`src/design/bts_pkg.sv`:
```
// Package for the BCD timestamp gap block: stamp and control types,
// calendar constants and BCD/month helper functions. No dependencies.

package bts_pkg;

   // widths of intermediate values
   localparam int DAY_W = 16;   // day count since 2000, worst case with bad BCD
   localparam int TOD_W = 18;   // seconds within a day, unchecked fields
   localparam int SEC_W = 33;   // seconds since 2000, worst case with bad BCD
   localparam int GAP_W = 32;

   localparam logic [8:0]  DAYS_PER_YEAR = 9'd365;
   localparam logic [1:0]  LEAP_MASK     = 2'b11;
   localparam logic [5:0]  SECS_PER_MIN  = 6'd60;
   localparam logic [11:0] SECS_PER_HOUR = 12'd3600;
   localparam logic [16:0] SECS_PER_DAY  = 17'd86400;
   localparam logic [3:0]  MARCH_INDEX   = 4'd2;

   // one calendar stamp as delivered by the clock chip, all BCD
   typedef struct packed {
      logic [6:0] second;
      logic [6:0] minute;
      logic [5:0] hour;
      logic [5:0] day;
      logic [4:0] month;
      logic [7:0] year;
   } stamp_type;

   // stage load enables from the pipeline control to a lane
   typedef struct packed {
      logic load_s1;
      logic load_s2;
   } lane_ctl_type;

   // tens*10 + units, no check on nibbles above nine
   function automatic logic [7:0] bcd_value(input logic [7:0] b);
      logic [7:0] tens;
      logic [7:0] units;
      tens  = {4'b0000, b[7:4]};
      units = {4'b0000, b[3:0]};
      return (tens << 3) + (tens << 1) + units;
   endfunction

   // days before the first of a month, index 0 is January
   function automatic logic [8:0] month_start(input logic [3:0] mi);
      logic [8:0] d;
      case (mi)
         4'd0:    d = 9'd0;
         4'd1:    d = 9'd31;
         4'd2:    d = 9'd59;
         4'd3:    d = 9'd90;
         4'd4:    d = 9'd120;
         4'd5:    d = 9'd151;
         4'd6:    d = 9'd181;
         4'd7:    d = 9'd212;
         4'd8:    d = 9'd243;
         4'd9:    d = 9'd273;
         4'd10:   d = 9'd304;
         4'd11:   d = 9'd334;
         default: d = 9'd334;
      endcase
      return d;
   endfunction

endpackage

```
`src/design/bts_lane.sv`:
```
// One conversion lane: BCD stamp to seconds since 2000-01-01 00:00:00.
// Two registered stages (day count and time of day, then seconds). Uses bts_pkg.

module bts_lane (
   input  logic                         clock,
   input  bts_pkg::lane_ctl_type        ctl,
   input  bts_pkg::stamp_type           stamp,
   output logic [bts_pkg::SEC_W-1:0]    seconds
);
   import bts_pkg::*;

   logic [7:0]       sec_bin;
   logic [7:0]       min_bin;
   logic [7:0]       hour_bin;
   logic [7:0]       day_bin;
   logic [7:0]       month_bin;
   logic [7:0]       year_bin;
   logic [3:0]       mi;
   logic [5:0]       day_m1;
   logic [8:0]       year_p3;
   logic             leap_adj;
   logic [DAY_W-1:0] days_in;
   logic [DAY_W-1:0] days_ff;
   logic [TOD_W-1:0] tod_in;
   logic [TOD_W-1:0] tod_ff;
   logic [SEC_W-1:0] secs_in;
   logic [SEC_W-1:0] secs_ff;

   // stage 1: decode fields, clamp month and day, count days
   always_comb begin
      sec_bin   = bcd_value({1'b0, stamp.second});
      min_bin   = bcd_value({1'b0, stamp.minute});
      hour_bin  = bcd_value({2'b00, stamp.hour});
      day_bin   = bcd_value({2'b00, stamp.day});
      month_bin = bcd_value({3'b000, stamp.month});
      year_bin  = bcd_value(stamp.year);

      // month zero counts as January, above twelve as December
      if (month_bin == 8'd0) begin
         mi = 4'd0;
      end else if (month_bin > 8'd12) begin
         mi = 4'd11;
      end else begin
         mi = 4'(month_bin - 8'd1);
      end

      // day zero counts as day one
      day_m1 = (day_bin == 8'd0) ? 6'd0 : 6'(day_bin - 8'd1);

      // leap days in the years before this one, plus this year's if past February
      year_p3  = {1'b0, year_bin} + 9'd3;
      leap_adj = ((year_bin[1:0] & LEAP_MASK) == 2'b00) && (mi >= MARCH_INDEX);

      days_in = DAY_W'(year_bin) * DAY_W'(DAYS_PER_YEAR)
              + DAY_W'(month_start(mi))
              + DAY_W'(day_m1)
              + DAY_W'(year_p3[8:2])
              + DAY_W'(leap_adj);

      tod_in = TOD_W'(hour_bin) * TOD_W'(SECS_PER_HOUR)
             + TOD_W'(min_bin) * TOD_W'(SECS_PER_MIN)
             + TOD_W'(sec_bin);
   end

   always_ff @(posedge clock) begin
      if (ctl.load_s1) begin
         days_ff <= days_in;
         tod_ff  <= tod_in;
      end
   end

   // stage 2: days to seconds
   assign secs_in = SEC_W'(days_ff) * SEC_W'(SECS_PER_DAY) + SEC_W'(tod_ff);

   always_ff @(posedge clock) begin
      if (ctl.load_s2) begin
         secs_ff <= secs_in;
      end
   end

   assign seconds = secs_ff;

endmodule

```
`src/design/bts_merge.sv`:
```
// Merge stage: absolute difference of the two lane results, saturated to
// 32 bits, held in the output register. Uses bts_pkg.

module bts_merge (
   input  logic                         clock,
   input  logic                         load,
   input  logic [bts_pkg::SEC_W-1:0]    secs_a,
   input  logic [bts_pkg::SEC_W-1:0]    secs_b,
   output logic [bts_pkg::GAP_W-1:0]    gap
);
   import bts_pkg::*;

   logic [SEC_W-1:0] diff;
   logic [GAP_W-1:0] gap_in;
   logic [GAP_W-1:0] gap_ff;

   // magnitude of the difference, clipped when it needs the top bit
   always_comb begin
      diff   = (secs_a >= secs_b) ? (secs_a - secs_b) : (secs_b - secs_a);
      gap_in = diff[SEC_W-1] ? {GAP_W{1'b1}} : diff[GAP_W-1:0];
   end

   always_ff @(posedge clock) begin
      if (load) begin
         gap_ff <= gap_in;
      end
   end

   assign gap = gap_ff;

endmodule

```
`src/design/bcd_timestamp_gap.sv`:
```
// Top level of the BCD timestamp gap block: two conversion lanes and a merge stage.
// Depends on bts_pkg, bts_lane and bts_merge.
// Path: an accepted item passes the day count, seconds and difference registers to rsp_valid.
// Throughput: one item per cycle; the three-stage pipeline stalls only on rsp_ready.
// Reset: synchronous, clears the stage valid bits; the pipeline comes up empty.

module bcd_timestamp_gap (
   input  logic        clock,
   input  logic        reset,
   input  logic        req_valid,
   output logic        req_ready,
   input  logic [6:0]  req_first_second,
   input  logic [6:0]  req_first_minute,
   input  logic [5:0]  req_first_hour,
   input  logic [5:0]  req_first_day,
   input  logic [4:0]  req_first_month,
   input  logic [7:0]  req_first_year,
   input  logic [6:0]  req_second_second,
   input  logic [6:0]  req_second_minute,
   input  logic [5:0]  req_second_hour,
   input  logic [5:0]  req_second_day,
   input  logic [4:0]  req_second_month,
   input  logic [7:0]  req_second_year,
   output logic        rsp_valid,
   input  logic        rsp_ready,
   output logic [31:0] rsp_gap_seconds
);
   import bts_pkg::*;

   stamp_type        stamp_a;
   stamp_type        stamp_b;
   lane_ctl_type     lane_ctl;
   logic [SEC_W-1:0] secs_a;
   logic [SEC_W-1:0] secs_b;
   logic             v1_ff, v1_in;
   logic             v2_ff, v2_in;
   logic             vo_ff, vo_in;
   logic             rdy1, rdy2, rdy_o;
   logic             load_o;

   assign stamp_a = '{second: req_first_second, minute: req_first_minute,
                      hour: req_first_hour, day: req_first_day,
                      month: req_first_month, year: req_first_year};
   assign stamp_b = '{second: req_second_second, minute: req_second_minute,
                      hour: req_second_hour, day: req_second_day,
                      month: req_second_month, year: req_second_year};

   // a stage moves on when it is empty or its successor moves on
   always_comb begin
      rdy_o = !vo_ff || rsp_ready;
      rdy2  = !v2_ff || rdy_o;
      rdy1  = !v1_ff || rdy2;

      lane_ctl.load_s1 = rdy1 && req_valid;
      lane_ctl.load_s2 = rdy2 && v1_ff;
      load_o           = rdy_o && v2_ff;

      v1_in = rdy1  ? req_valid : v1_ff;
      v2_in = rdy2  ? v1_ff     : v2_ff;
      vo_in = rdy_o ? v2_ff     : vo_ff;
   end

   always_ff @(posedge clock) begin
      if (reset) begin
         v1_ff <= 1'b0;
         v2_ff <= 1'b0;
         vo_ff <= 1'b0;
      end else begin
         v1_ff <= v1_in;
         v2_ff <= v2_in;
         vo_ff <= vo_in;
      end
   end

   // one lane per stamp
   bts_lane u_lane_a (
      .clock   (clock),
      .ctl     (lane_ctl),
      .stamp   (stamp_a),
      .seconds (secs_a)
   );

   bts_lane u_lane_b (
      .clock   (clock),
      .ctl     (lane_ctl),
      .stamp   (stamp_b),
      .seconds (secs_b)
   );

   bts_merge u_merge (
      .clock  (clock),
      .load   (load_o),
      .secs_a (secs_a),
      .secs_b (secs_b),
      .gap    (rsp_gap_seconds)
   );

   assign req_ready = rdy1;
   assign rsp_valid = vo_ff;

   // an empty pipeline always takes an item
   a_empty_ready: assert property (@(posedge clock) disable iff (reset)
      (!v1_ff && !v2_ff && !vo_ff) |-> req_ready)
      else $error("empty pipeline refuses an item");

   // an accepted item lands in stage 1
   a_accept_lands: assert property (@(posedge clock) disable iff (reset)
      (req_valid && req_ready) |=> v1_ff)
      else $error("accepted item lost at stage 1");

   // a stage 2 item blocked downstream is kept
   a_stage2_held: assert property (@(posedge clock) disable iff (reset)
      (v2_ff && !rdy_o) |=> (v2_ff && vo_ff))
      else $error("stalled stage 2 item dropped");

   // with the sink ready throughout, an accepted item passes stage 1, stage 2 and the output register to rsp_valid
   a_latency: assert property (@(posedge clock) disable iff (reset)
      (req_valid && req_ready && rsp_ready) ##1 rsp_ready ##1 rsp_ready |=> rsp_valid)
      else $error("item not delivered after three cycles");

endmodule

```
`config.mk`:
```
export PLATFORM = sky130hd
export DESIGN_NAME = bcd_timestamp_gap
export DESIGN_NICKNAME = d
export VERILOG_FILES = /design/src/design/bts_pkg.sv /design/src/design/bts_lane.sv /design/src/design/bts_merge.sv /design/src/design/bcd_timestamp_gap.sv
export SDC_FILE = /design/constraint.sdc
export NUM_CORES = 1
export LEC_CHECK = 0
export BUFFER_PORTS_ARGS = -buffer_cell sky130_fd_sc_hd__buf_2
export CELL_PAD_IN_SITES_DETAIL_PLACEMENT = 1
export CELL_PAD_IN_SITES_GLOBAL_PLACEMENT = 2
export CORE_MARGIN = 3
export CORE_UTILIZATION = 42
export CTS_BUF_LIST = sky130_fd_sc_hd__clkbuf_2
export DETAILED_ROUTE_END_ITERATION = 7
export PLACE_DENSITY_LB_ADDON = 0.1
export SLEW_MARGIN = 20
export SYNTH_ARGS = -nofsm -noshare
export SYNTH_HDL_FRONTEND = slang
export SYNTH_SLANG_ARGS = --single-unit
```
`constraint.sdc`:
```
create_clock -name clock -period 8.7 [get_ports clock]
set_clock_uncertainty 0.1 [all_clocks]
set_input_delay 0.87 -clock clock [delete_from_list [all_inputs] [get_ports clock]]
set_output_delay 0.87 -clock clock [all_outputs]
set_load 0.05 [all_outputs]
```
==> results of run 1 <==
[how the worst max path moves through the flow]
stage	startpoint	end	slack, ps	cells past startpoint
2_1_floorplan	req_first_month[1]	u_lane_a.days_ff[15]$_DFFE_PP_	1220	30
3_3_place_gp	req_first_month[1]	u_lane_a.days_ff[15]$_DFFE_PP_	720	30
3_5_place_dp	req_first_month[1]	u_lane_a.days_ff[15]$_DFFE_PP_	460	30
4_1_cts	req_first_month[1]	u_lane_a.days_ff[15]$_DFFE_PP_	1540	30
5_1_grt	req_first_month[3]	u_lane_a.days_ff[15]$_DFFE_PP_	910	28
6_report	req_first_month[1]	u_lane_a.days_ff[15]$_DFFE_PP_	1390	31
[per-stage QoR]
stage	setup WS, ps	hold WS [ps]	utilization	area, µm²
finish	1390	194	0.456	28900
global route	906	75.8	0.456	28900
CTS	1540	63.3	0.455	28900
detailed placement	459	309	0.450	28600
global placement	716	308	0.450	28600
floorplan	1220	300	-	27100
[per-layer routing]
metal,vias up,share of wire,GRT usage
met3,33,0.017,0.0153
li1,9868,-,-
met1,9400,0.48,0.251
met2,160,0.49,0.336
met5,-,0,0
met4,0,0.014,0.0388
[logic make-up (layout without fill, tap and decap cells)]
family,Yosys count,after routing,share of synthesized area
adder cells (fa/ha/maj),760,760,0.407
buffers and inverters,586,702,0.0838
AO/OA/AOI/OAI,570,570,0.141
AND/OR/NAND/NOR,492,492,0.0925
XOR/XNOR,249,249,0.0805
flip-flops,169,169,0.186
multiplexers,23,23,0.00864
other,0,3,0
[final cells by class]
type                       count  area [µm²]
fill                        7364       34500
multi-input combinational   2094       19800
sequential                   169        5040
inverter                     544        2040
tap                          846        1060
timing repair buffer         126         668
clock inverter                15         196
clock buffer                  17        85.1
antenna                        3        7.51
[critical path: cells and delay by family]
family | cells | cell delay, ps
xor+xnor | 2 | 350
buf+inv | 3 | 210
fa+ha+maj | 9 | 2980
simple gates | 4 | 640
compound gates | 13 | 2840
[layout by cell type, fill, tap and decap left out, drive strengths merged, types with 14 or more instances in the layout]
cell type / Yosys / final
xor2: 75 / 75
nor2: 120 / 120
nand2: 136 / 136
a31oi: 21 / 21
nand4: 24 / 24
and2: 18 / 18
mux2i: 20 / 20
o21bai: 32 / 32
inv: 543 / 552
nor3: 38 / 38
nand3: 30 / 30
o31a: 14 / 14
a21oi: 174 / 174
ha: 558 / 558
a211oi: 18 / 18
edfxtp: 166 / 166
xnor2: 174 / 174
nand2b: 20 / 20
buf: 34 / 122
clkbuf: 8 / 17
o21ai: 100 / 100
nor2b: 44 / 44
o21a: 31 / 31
fa: 202 / 202
a21o: 97 / 97
[timing repair]
item	in CTS	in global routing
hold endpoints to repair	5	0
hold buffers	4	0
buffers inserted	0	0
[sequential cells by signal, indices dropped and copies added, names as in the netlist, 16 cells and up]
| register | flops |
|---|---|
| u_lane_b.seconds | 33 |
| u_lane_b.days_ff | 16 |
| u_merge.gap | 32 |
| u_lane_a.seconds | 33 |
| u_lane_a.tod_ff | 18 |
| u_lane_a.days_ff | 16 |
| u_lane_b.tod_ff | 18 |
==> out/metrics.csv, run 1 <==
metric;value;unit
arrival;7890;ps
seq_area_frac_synth;0.186;
slew_viol_final;0;
yosysTopAreaCell;ha_1;
num_rows;92;
antenna_found_initial;5;
syn-cell-area;27100;µm²
die_h;260;µm
cts.path.max_buffers;2;
postRouteAntennaNets;0;
start_kind;primary input;
tightestPinTransition;925;ps
hold_violations;0;
maxSlewHeadroom;0.379;
hold_class;in -> reg;
fin_cells;3814;
synthCells;2849;
ys_async_sr_fraction;0;
path_clk_slew;280;ps
yosysWarnings;0;
post_cts_resized;0;
drive_gt1_frac;0.0752;
start_util;0.427;
syn-num-nets;3691;
synth_area_leaders;ha_1 26%, edfxtp_1 18%, fa_1 15%;
drcViolationCount;0;
worst-r2r-cell-count;20;
avgViaCountPerCell;5.10;
grt.total_usage;0.189;
first_global_vias;21300;
cp_max_fo;7;
numCtsBuffers;17;
nets;3794;
finalWirelength;61600;µm
grt_overflow_total;0;
dieArea;67600;µm²
routabilityCongestion;0.833;
syn_area_per_cell;9.50;µm²
yosys.area.top_type_share;0.258;
clock_latency;940;ps
fin_tns_setup;0;ps
crit_slowest_cell;fa_1;
endpoint_kind;flop;
fmax;137;MHz
synth_cell_type_count;88;
core_area;63400;µm²
r2r_start;u_lane_a.days_ff[4]$_DFFE_PP_;
dpl.cell_count;3775;
io_buffer_count;115;
clkSinkCount;169;
area_growth;6.71;%
holdCritStartpoint;req_first_second[1];
maxCapViolCount;0;
vias;19500;
min_period_over_period;0.840;
dpl.hpwl;54500;µm
ys_top_cells_by_count;558 x ha_1, 543 x inv_1, 202 x fa_1;
grt_start_max_net_pins;67;
required;9280;ps
synth-seq-cells;169;
synth_edf_count;166;
r2r_slack;2370;ps
drt_iter0_markers;582;
yosys.cell_count.top_type;ha_1;
rsz0062_at_grt;no;
min_period;7310;ps
path_class;in -> reg;
pin_count;116;
crit_top_cell;ha_1;
firstDrtPassIters;5;
wl_per_cell;16.1;µm
cts_tree;yes;
r2r_end;u_lane_a.seconds[30]$_DFFE_PP_;
whs_path_depth;2;
die_w;260;µm
root_buffer;clkbuf_2;
whs_endpoint;u_lane_a.tod_ff[1]$_DFFE_PP_;
grt_pass1_wl;105000;µm
htreeDepth;4;
setup_viol;0;
synthFlopType;edfxtp_1;
status;finished clean;
slowest_delay;600;ps
Power of run 1 is left out: the tool's default activity adds up to more than one toggle a clock period on the data nets, which glitch-free logic cannot reach.
==> run 2, diff against run 1 <==
==> constraint.sdc (replaced) <==
create_clock -name clock -period 7 [get_ports clock]
set_clock_uncertainty 0.1 [all_clocks]
set_input_delay 0.7 -clock clock [delete_from_list [all_inputs] [get_ports clock]]
set_output_delay 0.7 -clock clock [all_outputs]
set_load 0.05 [all_outputs]
==> run 2 against run 1 <==
Register-to-register slack worse by 1600 ps; worst hold slack worse by 57 ps; core utilization up 0.98 points; first-iteration DRC count up 2.9%; highest routed layer unchanged; die area unchanged; wire length up 1.3%; non-clock buffer count up 82; design area up 2.2%; cell count up 2.2%; sequential share of layout area down 0.37 points; clock-buffer cell count unchanged.
==> out/metrics.csv, run 2 (synthesis results as in run 1) <==
metric;value;unit
dieArea;67600;µm²
path_class;in -> reg;
setup_ws;447;ps
finalWirelength;62400;µm
cp_max_fo;3;
avgViaCountPerCell;5.08;
numCtsBuffers;17;
die_w;260;µm
status;finished clean;
min_period;6550;ps
io_buffer_count;115;
hold_class;in -> reg;
nets;3876;
rsz0062_at_grt;no;
area_growth;9.01;%
postRouteAntennaNets;0;
htreeDepth;4;
root_buffer;clkbuf_2;
slowest_delay;580;ps
preCtsSetupSlack;-590;ps
hold_violations;0;
core_area;63400;µm²
slew_viol_final;0;
fmax;153;MHz
wl_per_cell;16.0;µm
die_h;260;µm
fin_cells;3898;
first_global_vias;21900;
crit_top_cell;ha_1;
tightestPinTransition;862;ps
post-cts-setup-buffer-count;0;
maxCapViolCount;0;
cts.path.max_buffers;2;
drt_iter0_markers;599;
antenna_found_initial;4;
dpl.hpwl;55200;µm
grt_pass1_wl;108000;µm
maxSlewHeadroom;0.426;
arrival;7130;ps
clock_latency;910;ps
routabilityCongestion;0.847;
final_common_cell;ha_1;
drive_gt1_frac;0.0994;
pin_count;116;
firstDrtPassIters;4;
crit_slowest_cell;fa_1;
min_period_over_period;0.936;
fin_tns_setup;0;ps
mostFrequentLayoutCells;558 x ha_1, 543 x inv_1, 202 x fa_1, 174 x xnor2_1, 171 x a21oi_1;
grt.total_usage;0.193;
drcViolationCount;0;
clkSinkCount;169;
endpoint_kind;flop;
path_clk_slew;260;ps
setup_viol;0;
grt_overflow_total;0;
num_rows;92;
start_kind;primary input;
cts_tree;yes;
required;7580;ps
grt_start_max_net_pins;67;
dpl.cell_count;3851;
start_util;0.427;
vias;19800;
[run 2: cell type report]
| type | count | area (µm²) |
|---|---|---|
| tap | 846 | 1060 |
| inverter | 544 | 2040 |
| fill | 7375 | 33900 |
| multi-input combinational | 2094 | 19800 |
| sequential | 169 | 5040 |
| clock buffer | 17 | 85.1 |
| timing repair buffer | 208 | 1300 |
| clock inverter | 15 | 160 |
| antenna | 5 | 12.5 |
[run 2: through the flow]
step                      instance area (µm²)  hold slack, ps  utilization
final                                   29500             136        0.465
after global routing                    29500            60.6        0.465
after CTS                               29500            5.65        0.465
after detailed placement                29200             306        0.460
after global placement                  29200             307        0.460
after floorplan                         27100             300            -
[run 2: final timing paths]
check	start	cells after the start	slack, ps	end
worst max-delay path	req_first_month[1]	30	450	u_lane_a.days_ff[15]$_DFFE_PP_
worst min-delay path	req_second_minute[0]	2	140	u_lane_b.tod_ff[2]$_DFFE_PP_
worst max register to register	u_lane_a.days_ff[1]$_DFFE_PP_	22	740	u_lane_a.seconds[30]$_DFFE_PP_
worst min register to register	u_lane_a.tod_ff[3]$_DFFE_PP_	0	360	u_lane_a.seconds[3]$_DFFE_PP_
[run 2: timing repair]
action	in CTS	in global routing
hold buffers	10	0
resized for setup	0	2
hold endpoints to repair	8	0
endpoints found under the setup margin	0	1
[run 2: worst max-delay path, delay by kind of cell]
family / cells / cell delay, ps
XOR/XNOR: 2 / 290
AO/OA/AOI/OAI: 11 / 2300
AND/OR/NAND/NOR: 4 / 440
adder cells (fa/ha/maj): 9 / 3060
buffers and inverters: 4 / 340
[run 2: layer usage]
layer | routed length, µm | vias up | global-route usage | share of wire
met2 | 30500 | 148 | 0.343 | 0.49
met1 | 29900 | 9585 | 0.255 | 0.48
met4 | 998 | 0 | 0.0427 | 0.016
li1 | - | 10000 | - | -
met5 | 0 | - | 0 | 0
met3 | 943 | 47 | 0.0155 | 0.015
Power of run 2 is left out for the same reason.
